[config.mk]
export PLATFORM = sky130hd
export DESIGN_NAME = cau_div_cell
export DESIGN_NICKNAME = d
export VERILOG_FILES = /design/src/hw/rtl/assert_macros.svh /design/src/hw/rtl/cau_pkg.sv /design/src/hw/rtl/cau_div_cell.sv
export SDC_FILE = /design/constraint.sdc
export NUM_CORES = 1
export LEC_CHECK = 0
export ABC_AREA = 1
export BUFFER_PORTS_ARGS = -buffer_cell sky130_fd_sc_hd__buf_2
export CAP_MARGIN = 20
export CORE_AREA = 2 2 456 458
export CTS_CLUSTER_DIAMETER = 30
export DETAILED_ROUTE_END_ITERATION = 6
export DIE_AREA = 0 0 458 460
export PLACE_DENSITY = 0.37
export RECOVER_POWER = 50
export SLEW_MARGIN = 10
export SYNTH_ARGS = -nofsm -noshare
export SYNTH_HDL_FRONTEND = slang
export SYNTH_SLANG_ARGS = --single-unit
[constraint.sdc]
create_clock -name i_clk -period 39.1 [get_ports i_clk]
set_input_delay 7.82 -clock i_clk [delete_from_list [all_inputs] [get_ports i_clk]]
set_output_delay 7.82 -clock i_clk [all_outputs]
set_load 0.02 [all_outputs]
[src/hw/rtl/assert_macros.svh]
// ----------------------------------------------------------------------------
// assert_macros
// Concurrent assertion helpers shared by the RTL.
// ----------------------------------------------------------------------------
`ifndef ASSERT_MACROS_SVH
`define ASSERT_MACROS_SVH
// implication checked at every rising clock edge outside reset
`define AST_IMPL(lbl, clk, rst_n, ante, cons) \
    lbl: assert property (@(posedge clk) disable iff (!rst_n) (ante) |-> (cons)) \
        else $error("assertion failed");
// next-cycle implication
`define AST_NEXT(lbl, clk, rst_n, ante, cons) \
    lbl: assert property (@(posedge clk) disable iff (!rst_n) (ante) |=> (cons)) \
        else $error("assertion failed");
`endif

[src/hw/rtl/cau_pkg.sv]
// ----------------------------------------------------------------------------
// cau_pkg
// Shared types and constants of the complex arithmetic unit.
// ----------------------------------------------------------------------------
package cau_pkg;
    localparam int unsigned FracBitsDefault = 16;
    localparam int unsigned DivStages = 32;
    localparam int unsigned PipeDepth = DivStages + 3;

    typedef enum logic [2:0] {
        OP_ADD  = 3'd0,
        OP_SUB  = 3'd1,
        OP_MUL  = 3'd2,
        OP_CONJ = 3'd3,
        OP_NORM = 3'd4,
        OP_DIV  = 3'd5
    } t_op;

    localparam logic [1:0] ST_OK  = 2'd0;
    localparam logic [1:0] ST_SAT = 2'd1;
    localparam logic [1:0] ST_DBZ = 2'd2;

    // per-stage divider data
    typedef struct packed {
        logic          valid;
        logic          is_div;
        logic          dbz;
        logic          neg_re;
        logic          neg_im;
        logic [127:0]  rem_re;
        logic [127:0]  rem_im;
        logic [63:0]   quo_re;
        logic [63:0]   quo_im;
        logic [63:0]   den;
        logic [63:0]   mag_re;
        logic [63:0]   mag_im;
        logic          ovf_re;
        logic          ovf_im;
    } t_cell;

    function automatic logic [31:0] sat_pack(input logic neg, input logic [63:0] mag,
                                             output logic sat);
        sat = 1'b0;
        if (!neg) begin
            if (mag > 64'h7FFF_FFFF) begin
                sat = 1'b1;
                return 32'h7FFF_FFFF;
            end
            return mag[31:0];
        end
        if (mag > 64'h8000_0000) begin
            sat = 1'b1;
            return 32'h8000_0000;
        end
        return 32'(-mag[31:0]);
    endfunction
endpackage

[src/hw/rtl/cau_div_cell.sv]
// ----------------------------------------------------------------------------
// cau_div_cell
// One restoring-division step for both quotient parts; passes the item on.
// ----------------------------------------------------------------------------
module cau_div_cell import cau_pkg::*; (
    input  logic  i_clk,
    input  logic  i_rst_n,
    input  logic  i_en,
    input  t_cell i_cell,
    output t_cell o_cell
);
    t_cell r_cell;
    t_cell n_cell;
    logic [64:0] w_tr;
    logic [64:0] w_ti;

    always_comb begin
        n_cell = i_cell;
        w_tr = {i_cell.rem_re[127:64], i_cell.rem_re[63]};
        w_ti = {i_cell.rem_im[127:64], i_cell.rem_im[63]};
        if (i_cell.is_div) begin
            // partial remainder not below divisor: quotient needs more than 32 bits
            n_cell.ovf_re = i_cell.ovf_re || (i_cell.rem_re[127:64] >= i_cell.den);
            n_cell.ovf_im = i_cell.ovf_im || (i_cell.rem_im[127:64] >= i_cell.den);
            n_cell.quo_re = {i_cell.quo_re[62:0], 1'b0};
            n_cell.quo_im = {i_cell.quo_im[62:0], 1'b0};
            n_cell.rem_re = {i_cell.rem_re[126:0], 1'b0};
            n_cell.rem_im = {i_cell.rem_im[126:0], 1'b0};
            if (w_tr >= {1'b0, i_cell.den}) begin
                n_cell.rem_re[127:64] = 64'(w_tr - {1'b0, i_cell.den});
                n_cell.quo_re[0] = 1'b1;
            end else begin
                n_cell.rem_re[127:64] = w_tr[63:0];
            end
            if (w_ti >= {1'b0, i_cell.den}) begin
                n_cell.rem_im[127:64] = 64'(w_ti - {1'b0, i_cell.den});
                n_cell.quo_im[0] = 1'b1;
            end else begin
                n_cell.rem_im[127:64] = w_ti[63:0];
            end
        end
    end

    always_ff @(posedge i_clk) begin
        if (!i_rst_n) begin
            r_cell.valid <= 1'b0;
        end else if (i_en) begin
            r_cell <= n_cell;
        end
    end

    assign o_cell = r_cell;
endmodule

Word-level counts from Yosys, hierarchy flattened
Cells that the tools add are included.

storage, ports and cells
  register bits = 583
  latch bits = 0
  RAM bits = 0
  bits in read-only memories = 0
  bits of input ports = 586
  output and inout port bits = 583
  logic and storage cells = 31
  memories kept = 0

operators by class
  add/sub/neg operators = 2
  multiply operators = 0
  div/mod/pow operators = 0
  magnitude comparators = 4
  eq/ne operators = 0
  shift operators = 0
  multiplexer cells = 6
  bitwise logic cells = 0
  reduce and logical (&&, ||, !) cells = 3

operators with widths
  kind                            count
  two-way mux 384 bit             1
  >= comparator 65 x 64 -> 1 bit  2
  >= comparator 64 bit            2
  two-way mux 64 bit              2
  subtractor 64 bit               2
  logical OR 1 bit                2
  two-way mux 1 bit               2
  two-way mux 2 bit               1
  AND reduction 2 bit             1

Depth between registers and ports, before layout
Gate-level depths: netlist of the first run.

  depth in word-level cells = 3
  depth in mapped cells = 20
  mapped depth without buffers = 18

Worst setup path before layout of the first run
OpenSTA, ideal clock, no wires.

  kind = input port to flip-flop
  start = input port i_rst_n
  end = register r_cell (netlist bit o_cell[0]) (enable)
  library setup time = 0.927 ns
  arrival time = 18.980 ns
  required time = 38.173 ns
  path slack = 19.194 ns
  stages = 2
  path buffers = 0
  cells stage by stage = nand2_1 -> inv_1

on the way
  word-level cells in the longest chain between the ends = 1

RTL lines
  what                                  RTL line            RTL
  start: declaration                    cau_div_cell.sv:7   input logic i_rst_n,
  AND reduction 2 bit (no source line)  n/a
  end signal: assignment                cau_div_cell.sv:48  r_cell <= n_cell;
  end: declaration                      cau_div_cell.sv:12  t_cell r_cell;

No other way between the ends.
A chain may end at the register's enable or synchronous reset.

Final worst setup path of the first run
  start = input port i_en
  end = register r_cell (netlist bit o_cell[338]) (enable)

on the way
  word-level cells in the longest chain between the ends = 1

RTL lines
  what                                  RTL line           RTL
  start: declaration                    cau_div_cell.sv:8  input logic i_en,
  AND reduction 2 bit (no source line)  n/a

No other way between the ends.

==> results.md, run 1 <==
* Post-synth EDFFs at between 500 and 600
* Min Clock Period, post-route at between 15000 and 20000 ps
* Hold Buf Count CTS at 0
* Die W at between 400 and 500 microns
* Postcts setup bufs at 0
* Clock transition at the registers of the reported paths at 40 ps
* Clock latency on the worst-skew pair at slightly above 800 ps
* Syn Inst Count at 4980
* Initial DRC count at 2913
* Final Hold Fails at 0
* Fmax achieved at 0.0533 GHz
* Peak fanout along the critical path at 135
* GRT overflow at 0
* Setup tns final at 0 ps
* Outcome: complete, but fails checks
* Worst path required time at 39540 ps
* Die area at 211000 sq um
* VDD IR-drop max at 0.0000406 V
* Nets at roughly 7100
* RSZ-0062 raised after global routing: no
* MaxCap Viol Count at 8
* Boundary Pins at 1169
* Final setup viols at 0
* Synth top area cells: edfxtp_1 45%, nand2_1 18%, ha_1 8.3%, inv_1 8.0%, o21ai_0 4.1%
* Initial antenna violation count at 120
* Largest net degree at the start of global routing at 163
* Placed cells at 8749
* Setup crit end kind: flop
* CTS tree: done
* GRT Overall Usage at 24.7%
* CP startpoint kind: input pin
* Pre-CTS setup slack at 26890 ps
* Root Buffer Master: clkbuf_16
* Violated checks: capacitance limit, slew limit
* Post-Syn Area at roughly 39000 sq um
* Share of cells above drive strength 1 at 18.4%
* Fillcell total at 23100
* Yosys cell types at 47
* Final worst-path cycle share at 47.9%
* Initial core utilization at 18.8%
* Kind of critical path: in2reg
* Critical path arrival at 19180 ps
* Max Slew Vio Count at 726
* Resized cells post-CTS at 0
* Synthesis Warnings at 0
* Placement Rows at 167
* PD cells at 55.2 nW/um^2
* Via count at 40400
* Post-route DRC at 0
* Total clock sinks at 583
* Largest buffer count on any clock path at 3
* Cell leakage power at between 20 and 30 nW
* DR pass1 iterations at 6
* Worst-case reg-to-reg path depth at 2
* Vias in the first global route at between 40000 and 50000
* Ys flop type: edfxtp_1
* Flops & latches, synth at 583
* Mapped Nets at 5824
* Yosys top cell by area: edfxtp_1
* Sequential share of the synthesized area at 45.2%
* Max reg flops at roughly 580
* Final GP Congestion at 0.931
* Worst slew pin tran at approximately 8000 ps
* Core ar. at approximately 210000 sq um
* CTS buffer count at 210
* Non-filler cells in the finished layout at 9175
* Mapped Avg Cell Area at 7.78 sq um
* Footprint of the multi-input gates at 17400 sq um
* Global-route wire length before repair at roughly 350000 microns
* Buffers added on ports at 1168
* Top-area cell type share of the netlist area at 45.1%
* Routed WL per cell at 29.4 microns
* Vias per cell at 4.40
* Hold Crit Depth at 2
* Asr flop ratio synth at 0%
* Layout area overhead at 39.9%
* CTS H-tree depth at 4
* Detailed Place HPWL at 229000 microns
* Post-route ant nets at 0
* Setup Skew at 0 ps
* Die Height at approximately 460 microns
* Worst hold path class: reg2reg
* Setup WS post-layout at just over 20000 ps
* FF/Latch Area at 17500 sq um
* Rel. slew slack at -444%
* Final Routed Wirelength at 270000 microns
-- per-stage QoR --
| stage | total power [mW] | cell area, sq um | utilization [%] | hold slack (ps) |
|---|---|---|---|---|
| after floorplan | 1.07 | 38700 | - | 606 |
| after global placement | 1.33 | 47500 | 23.1 | 541 |
| after detailed placement | 1.33 | 47500 | 23.1 | 534 |
| after CTS | 3.03 | 54600 | 26.5 | 545 |
| after global routing | 3.11 | 54100 | 26.3 | 591 |
| final | 2.99 | 54200 | 26.3 | 540 |
-- placed cells by master (no fill, tap or decap), types with 47 or more instances in the layout --
master and count:
nand2_1 1817, inv_1 829, buf_2 783, edfxtp_1 582, clkbuf_1 425, o21ai_0 315, nand3_1 268, ha_1 256
nor2_1 220, clkbuf_16 210, a21oi_1 183, nand3b_1 109, xnor2_1 57, clkinv_1 47
-- synthesized netlist by cell type, types with 3 or more instances --
cell	n
buf_6	25
inv_1	830
nand3_1	268
buf_2	13
a21oi_1	183
o211ai_1	5
and2_1	10
nand2_1	1817
nor2_1	221
a21o_1	3
nor3_1	27
o21ai_1	29
nand3_2	4
nor3_2	4
nor2_4	6
and3_1	4
inv_2	20
nand4_1	29
nand2_2	12
edfxtp_1	582
nand3b_1	109
xor2_1	5
buf_4	4
clkbuf_1	72
buf_1	7
o21ai_0	315
o21bai_1	12
nor4_1	12
xnor2_1	57
ha_1	256
nor2_2	18
-- worst max-delay path, stage by stage --
cell        delay [ps]
clkbuf_1           140
nand2_1             80
clkinvlp_2        2780
clkbuf_1          5900
buf_4             1390
buf_4              840
-- kinds of logic after synthesis --
logic type / after synthesis / share of synthesized area (%)
AND/OR/NAND/NOR: 2551 / 27.7
XOR/XNOR: 62 / 1.40
buffers and inverters: 974 / 10.0
adder cells (fa/ha/maj): 258 / 8.37
AO/OA/AOI/OAI: 552 / 7.32
flip-flops: 583 / 45.2
-- routing by layer --
metal	vias up	part of all wire (%)	GRT usage [%]
met1	19600	40	28.8
li1	18700	-	-
met2	1612	49	42.9
met3	400	7.1	6.64
met4	60	4.3	9.35
met5	-	0.16	0
-- power breakdown --
| part | internal [mW] | switching, mW | total, mW | leakage (nW) |
|---|---|---|---|---|
| combinational | 0.142 | 0.399 | 0.541 | 16.8 |
| sequential | 0.752 | 0.0191 | 0.771 | 5.41 |
| clock | 1.15 | 0.527 | 1.68 | 3.46 |
-- layout make-up --
class,count,share of cell area (%)
Antenna cell,36,0.166
Tap cell,2704,6.24
Clock buffer,245,9.94
Timing Repair Buffer,1187,10.2
Sequential cell,583,32.3
Multi-Input combinational cell,3423,32.1
Clock inverter,145,3.23
Inverter,852,5.91
-- final timing paths --
kind	startpoint	end	slack, ps
worst max-delay path	i_en	o_cell[338]	20350
worst min-delay path	o_cell[582]	o_cell[582]	540
worst max register to register	o_cell[582]	o_cell[582]	38470
worst min register to register	o_cell[582]	o_cell[582]	540
Note: power is estimated with default switching activity, not from simulation.
==> run 2, diff against run 1 <==
--- a/config.mk
+++ b/config.mk
@@ -12,7 +12,7 @@
 export CTS_CLUSTER_DIAMETER = 30
 export DETAILED_ROUTE_END_ITERATION = 6
 export DIE_AREA = 0 0 458 460
-export PLACE_DENSITY = 0.37
+export PLACE_DENSITY = 0.38
 export RECOVER_POWER = 50
 export SLEW_MARGIN = 10
 export SYNTH_ARGS = -nofsm -noshare
==> constraint.sdc (replaced) <==
create_clock -name i_clk -period 15.13 [get_ports i_clk]
set_input_delay 3.026 -clock i_clk [delete_from_list [all_inputs] [get_ports i_clk]]
set_output_delay 3.026 -clock i_clk [all_outputs]
set_load 0.02 [all_outputs]
==> results.md, run 2 (synthesized netlist as in run 1, its figures left out) <==
* Outcome: complete, but fails checks
* Violated checks: capacitance limit, slew limit
* Largest net degree at the start of global routing at between 100 and 150
* Post-route DRC at 0
* Initial DRC count at 3137
* Total clock sinks at between 500 and 600
* Setup tns final at 0 ps
* MaxCap Viol Count at 9
* Max reg flops at 583
* Global-route wire length before repair at 350000 microns
* Hold Buf Count CTS at 0
* Clock transition at the registers of the reported paths at about 40 ps
* Postcts setup bufs at 0
* Vias per cell at 4.45
* GRT Overall Usage at 24.6%
* Reg-to-reg critical path startpoint: o_cell[582]
* Resized cells post-CTS at 0
* Die W at approximately 460 microns
* Initial antenna violation count at 127
* Core ar. at just over 200000 sq um
* RSZ-0062 raised after global routing: no
* Final GP Congestion at 0.951
* Root Buffer Master: clkbuf_16
* Worst hold path class: reg2reg
* DR pass1 iterations at 6
* CP startpoint kind: input pin
* Cell leakage power at 25.7 nW
* Final setup viols at 0
* Die Height at approximately 460 microns
* Kind of critical path: in2reg
* Fmax achieved at slightly above 0.1 GHz
* Origin of the worst min-delay path: o_cell[582]
* Hold Crit Depth at 2
* Worst path required time at 15550 ps
* Worst-case reg-to-reg path depth at 2
* Worst slew pin tran at between 4000 and 5000 ps
* Pre-CTS setup slack at 7320 ps
* Via count at slightly above 40000
* Vias in the first global route at 39700
* Clock latency on the worst-skew pair at 790 ps
* PD cells at 137 nW/um^2
* CTS tree: done
* Max Slew Vio Count at 636
* Commonest cells after routing, fill and taps aside: 1817 x nand2_1, 926 x buf_2, 829 x inv_1
* Share of cells above drive strength 1 at between 20% and 30%
* Buffers added on ports at 1168
* Fillcell total at 22900
* Final worst-path cycle share at 64.2%
* Setup WS post-layout at ~5400 ps
* Routed WL per cell at 29.5 microns
* RR Endpoint: o_cell[582]
* Initial core utilization at around a fifth
* VDD IR-drop max at 0.000108 V
* Detailed Place HPWL at 231000 microns
* Boundary Pins at 1169
* Placement Rows at about 170
* Critical path arrival at ~10000 ps
* Setup Skew at 0 ps
* Register-to-register setup slack at 14500 ps
* Final Routed Wirelength at between 200000 and 300000 microns
* Post-route ant nets at 0
* CTS H-tree depth at 4
* Layout area overhead at 38.6%
* Largest buffer count on any clock path at 3
* Die area at 211000 sq um
* GRT overflow at 0
* CTS buffer count at ~200
* Worst hold endpoint: o_cell[582]
* Commonest non-fill, non-tap cell in the layout: nand2_1
* Min Clock Period, post-route at 9710 ps
* Rel. slew slack at -210%
* Setup crit end kind: flop
* Final Hold Fails at 0
* Nets at roughly 7000
* Peak fanout along the critical path at slightly above 90
==> run 2: changes by cell type in the layout (fill, tap and decap cells not counted), sizes merged <==
| cell | change |
|---|---|
| clkinv | -5 |
| clkbuf | -147 |
| diode | +5 |
| bufinv | -11 |
| buf | +142 |
| inv | -4 |
==> run 2: how the worst max path moves through the flow <==
| stage | end | from | cells past startpoint |
|---|---|---|---|
| global route | o_cell[259] | i_en | 6 |
| CTS | o_cell[391] | i_cell[188] | 16 |
| global placement | o_cell[387] | i_cell[188] | 16 |
| finish | o_cell[571] | i_en | 6 |
| detailed placement | o_cell[391] | i_cell[188] | 16 |
| floorplan | o_cell[0] | i_rst_n | 2 |
==> run 2: per-layer routing <==
metal	track usage, %	vias up	wire [microns]
met4	10.1	58	12300
met3	6.71	420	20400
met1	28.5	19800	106000
li1	-	18700	-
met5	0	-	375
met2	42.7	1783	131000
==> run 2: layout make-up <==
class / instances / area [sq um] / area share [%]
Antenna cell: 41 / 103 / 0.191
Clock inverter: 125 / 1350 / 2.52
Multi-Input combinational cell: 3423 / 17400 / 32.4
Tap cell: 2704 / 3380 / 6.30
Inverter: 852 / 3210 / 5.97
Clock buffer: 238 / 5080 / 9.47
Timing Repair Buffer: 1189 / 5680 / 10.6
Sequential cell: 583 / 17500 / 32.6
==> run 2: power by group <==
part | internal (mW) | switching, mW
clock | 2.64 | 1.29
combinational | 0.374 | 1.03
sequential | 1.94 | 0.0564
==> run 2: metrics by stage <==
| stage | utilization, % | area (sq um) | instances | hold WS (ps) | total power [mW] |
|---|---|---|---|---|---|
| after global routing | 26.0 | 53600 | 9125 | 621 | 7.61 |
| after floorplan | - | 38700 | 4980 | 606 | 2.78 |
| final | 26.1 | 53700 | 9155 | 549 | 7.33 |
| after CTS | 26.2 | 53900 | 9114 | 557 | 7.41 |
| after detailed placement | 23.1 | 47500 | 8751 | 543 | 3.44 |
| after global placement | 23.1 | 47500 | 8751 | 529 | 3.45 |
==> run 2: worst max-delay path: stages <==
cell        delay (ps)
clkbuf_1           130
nand2_1             80
clkinvlp_2        2640
clkbuf_1          2400
buf_4              890
buf_4              810
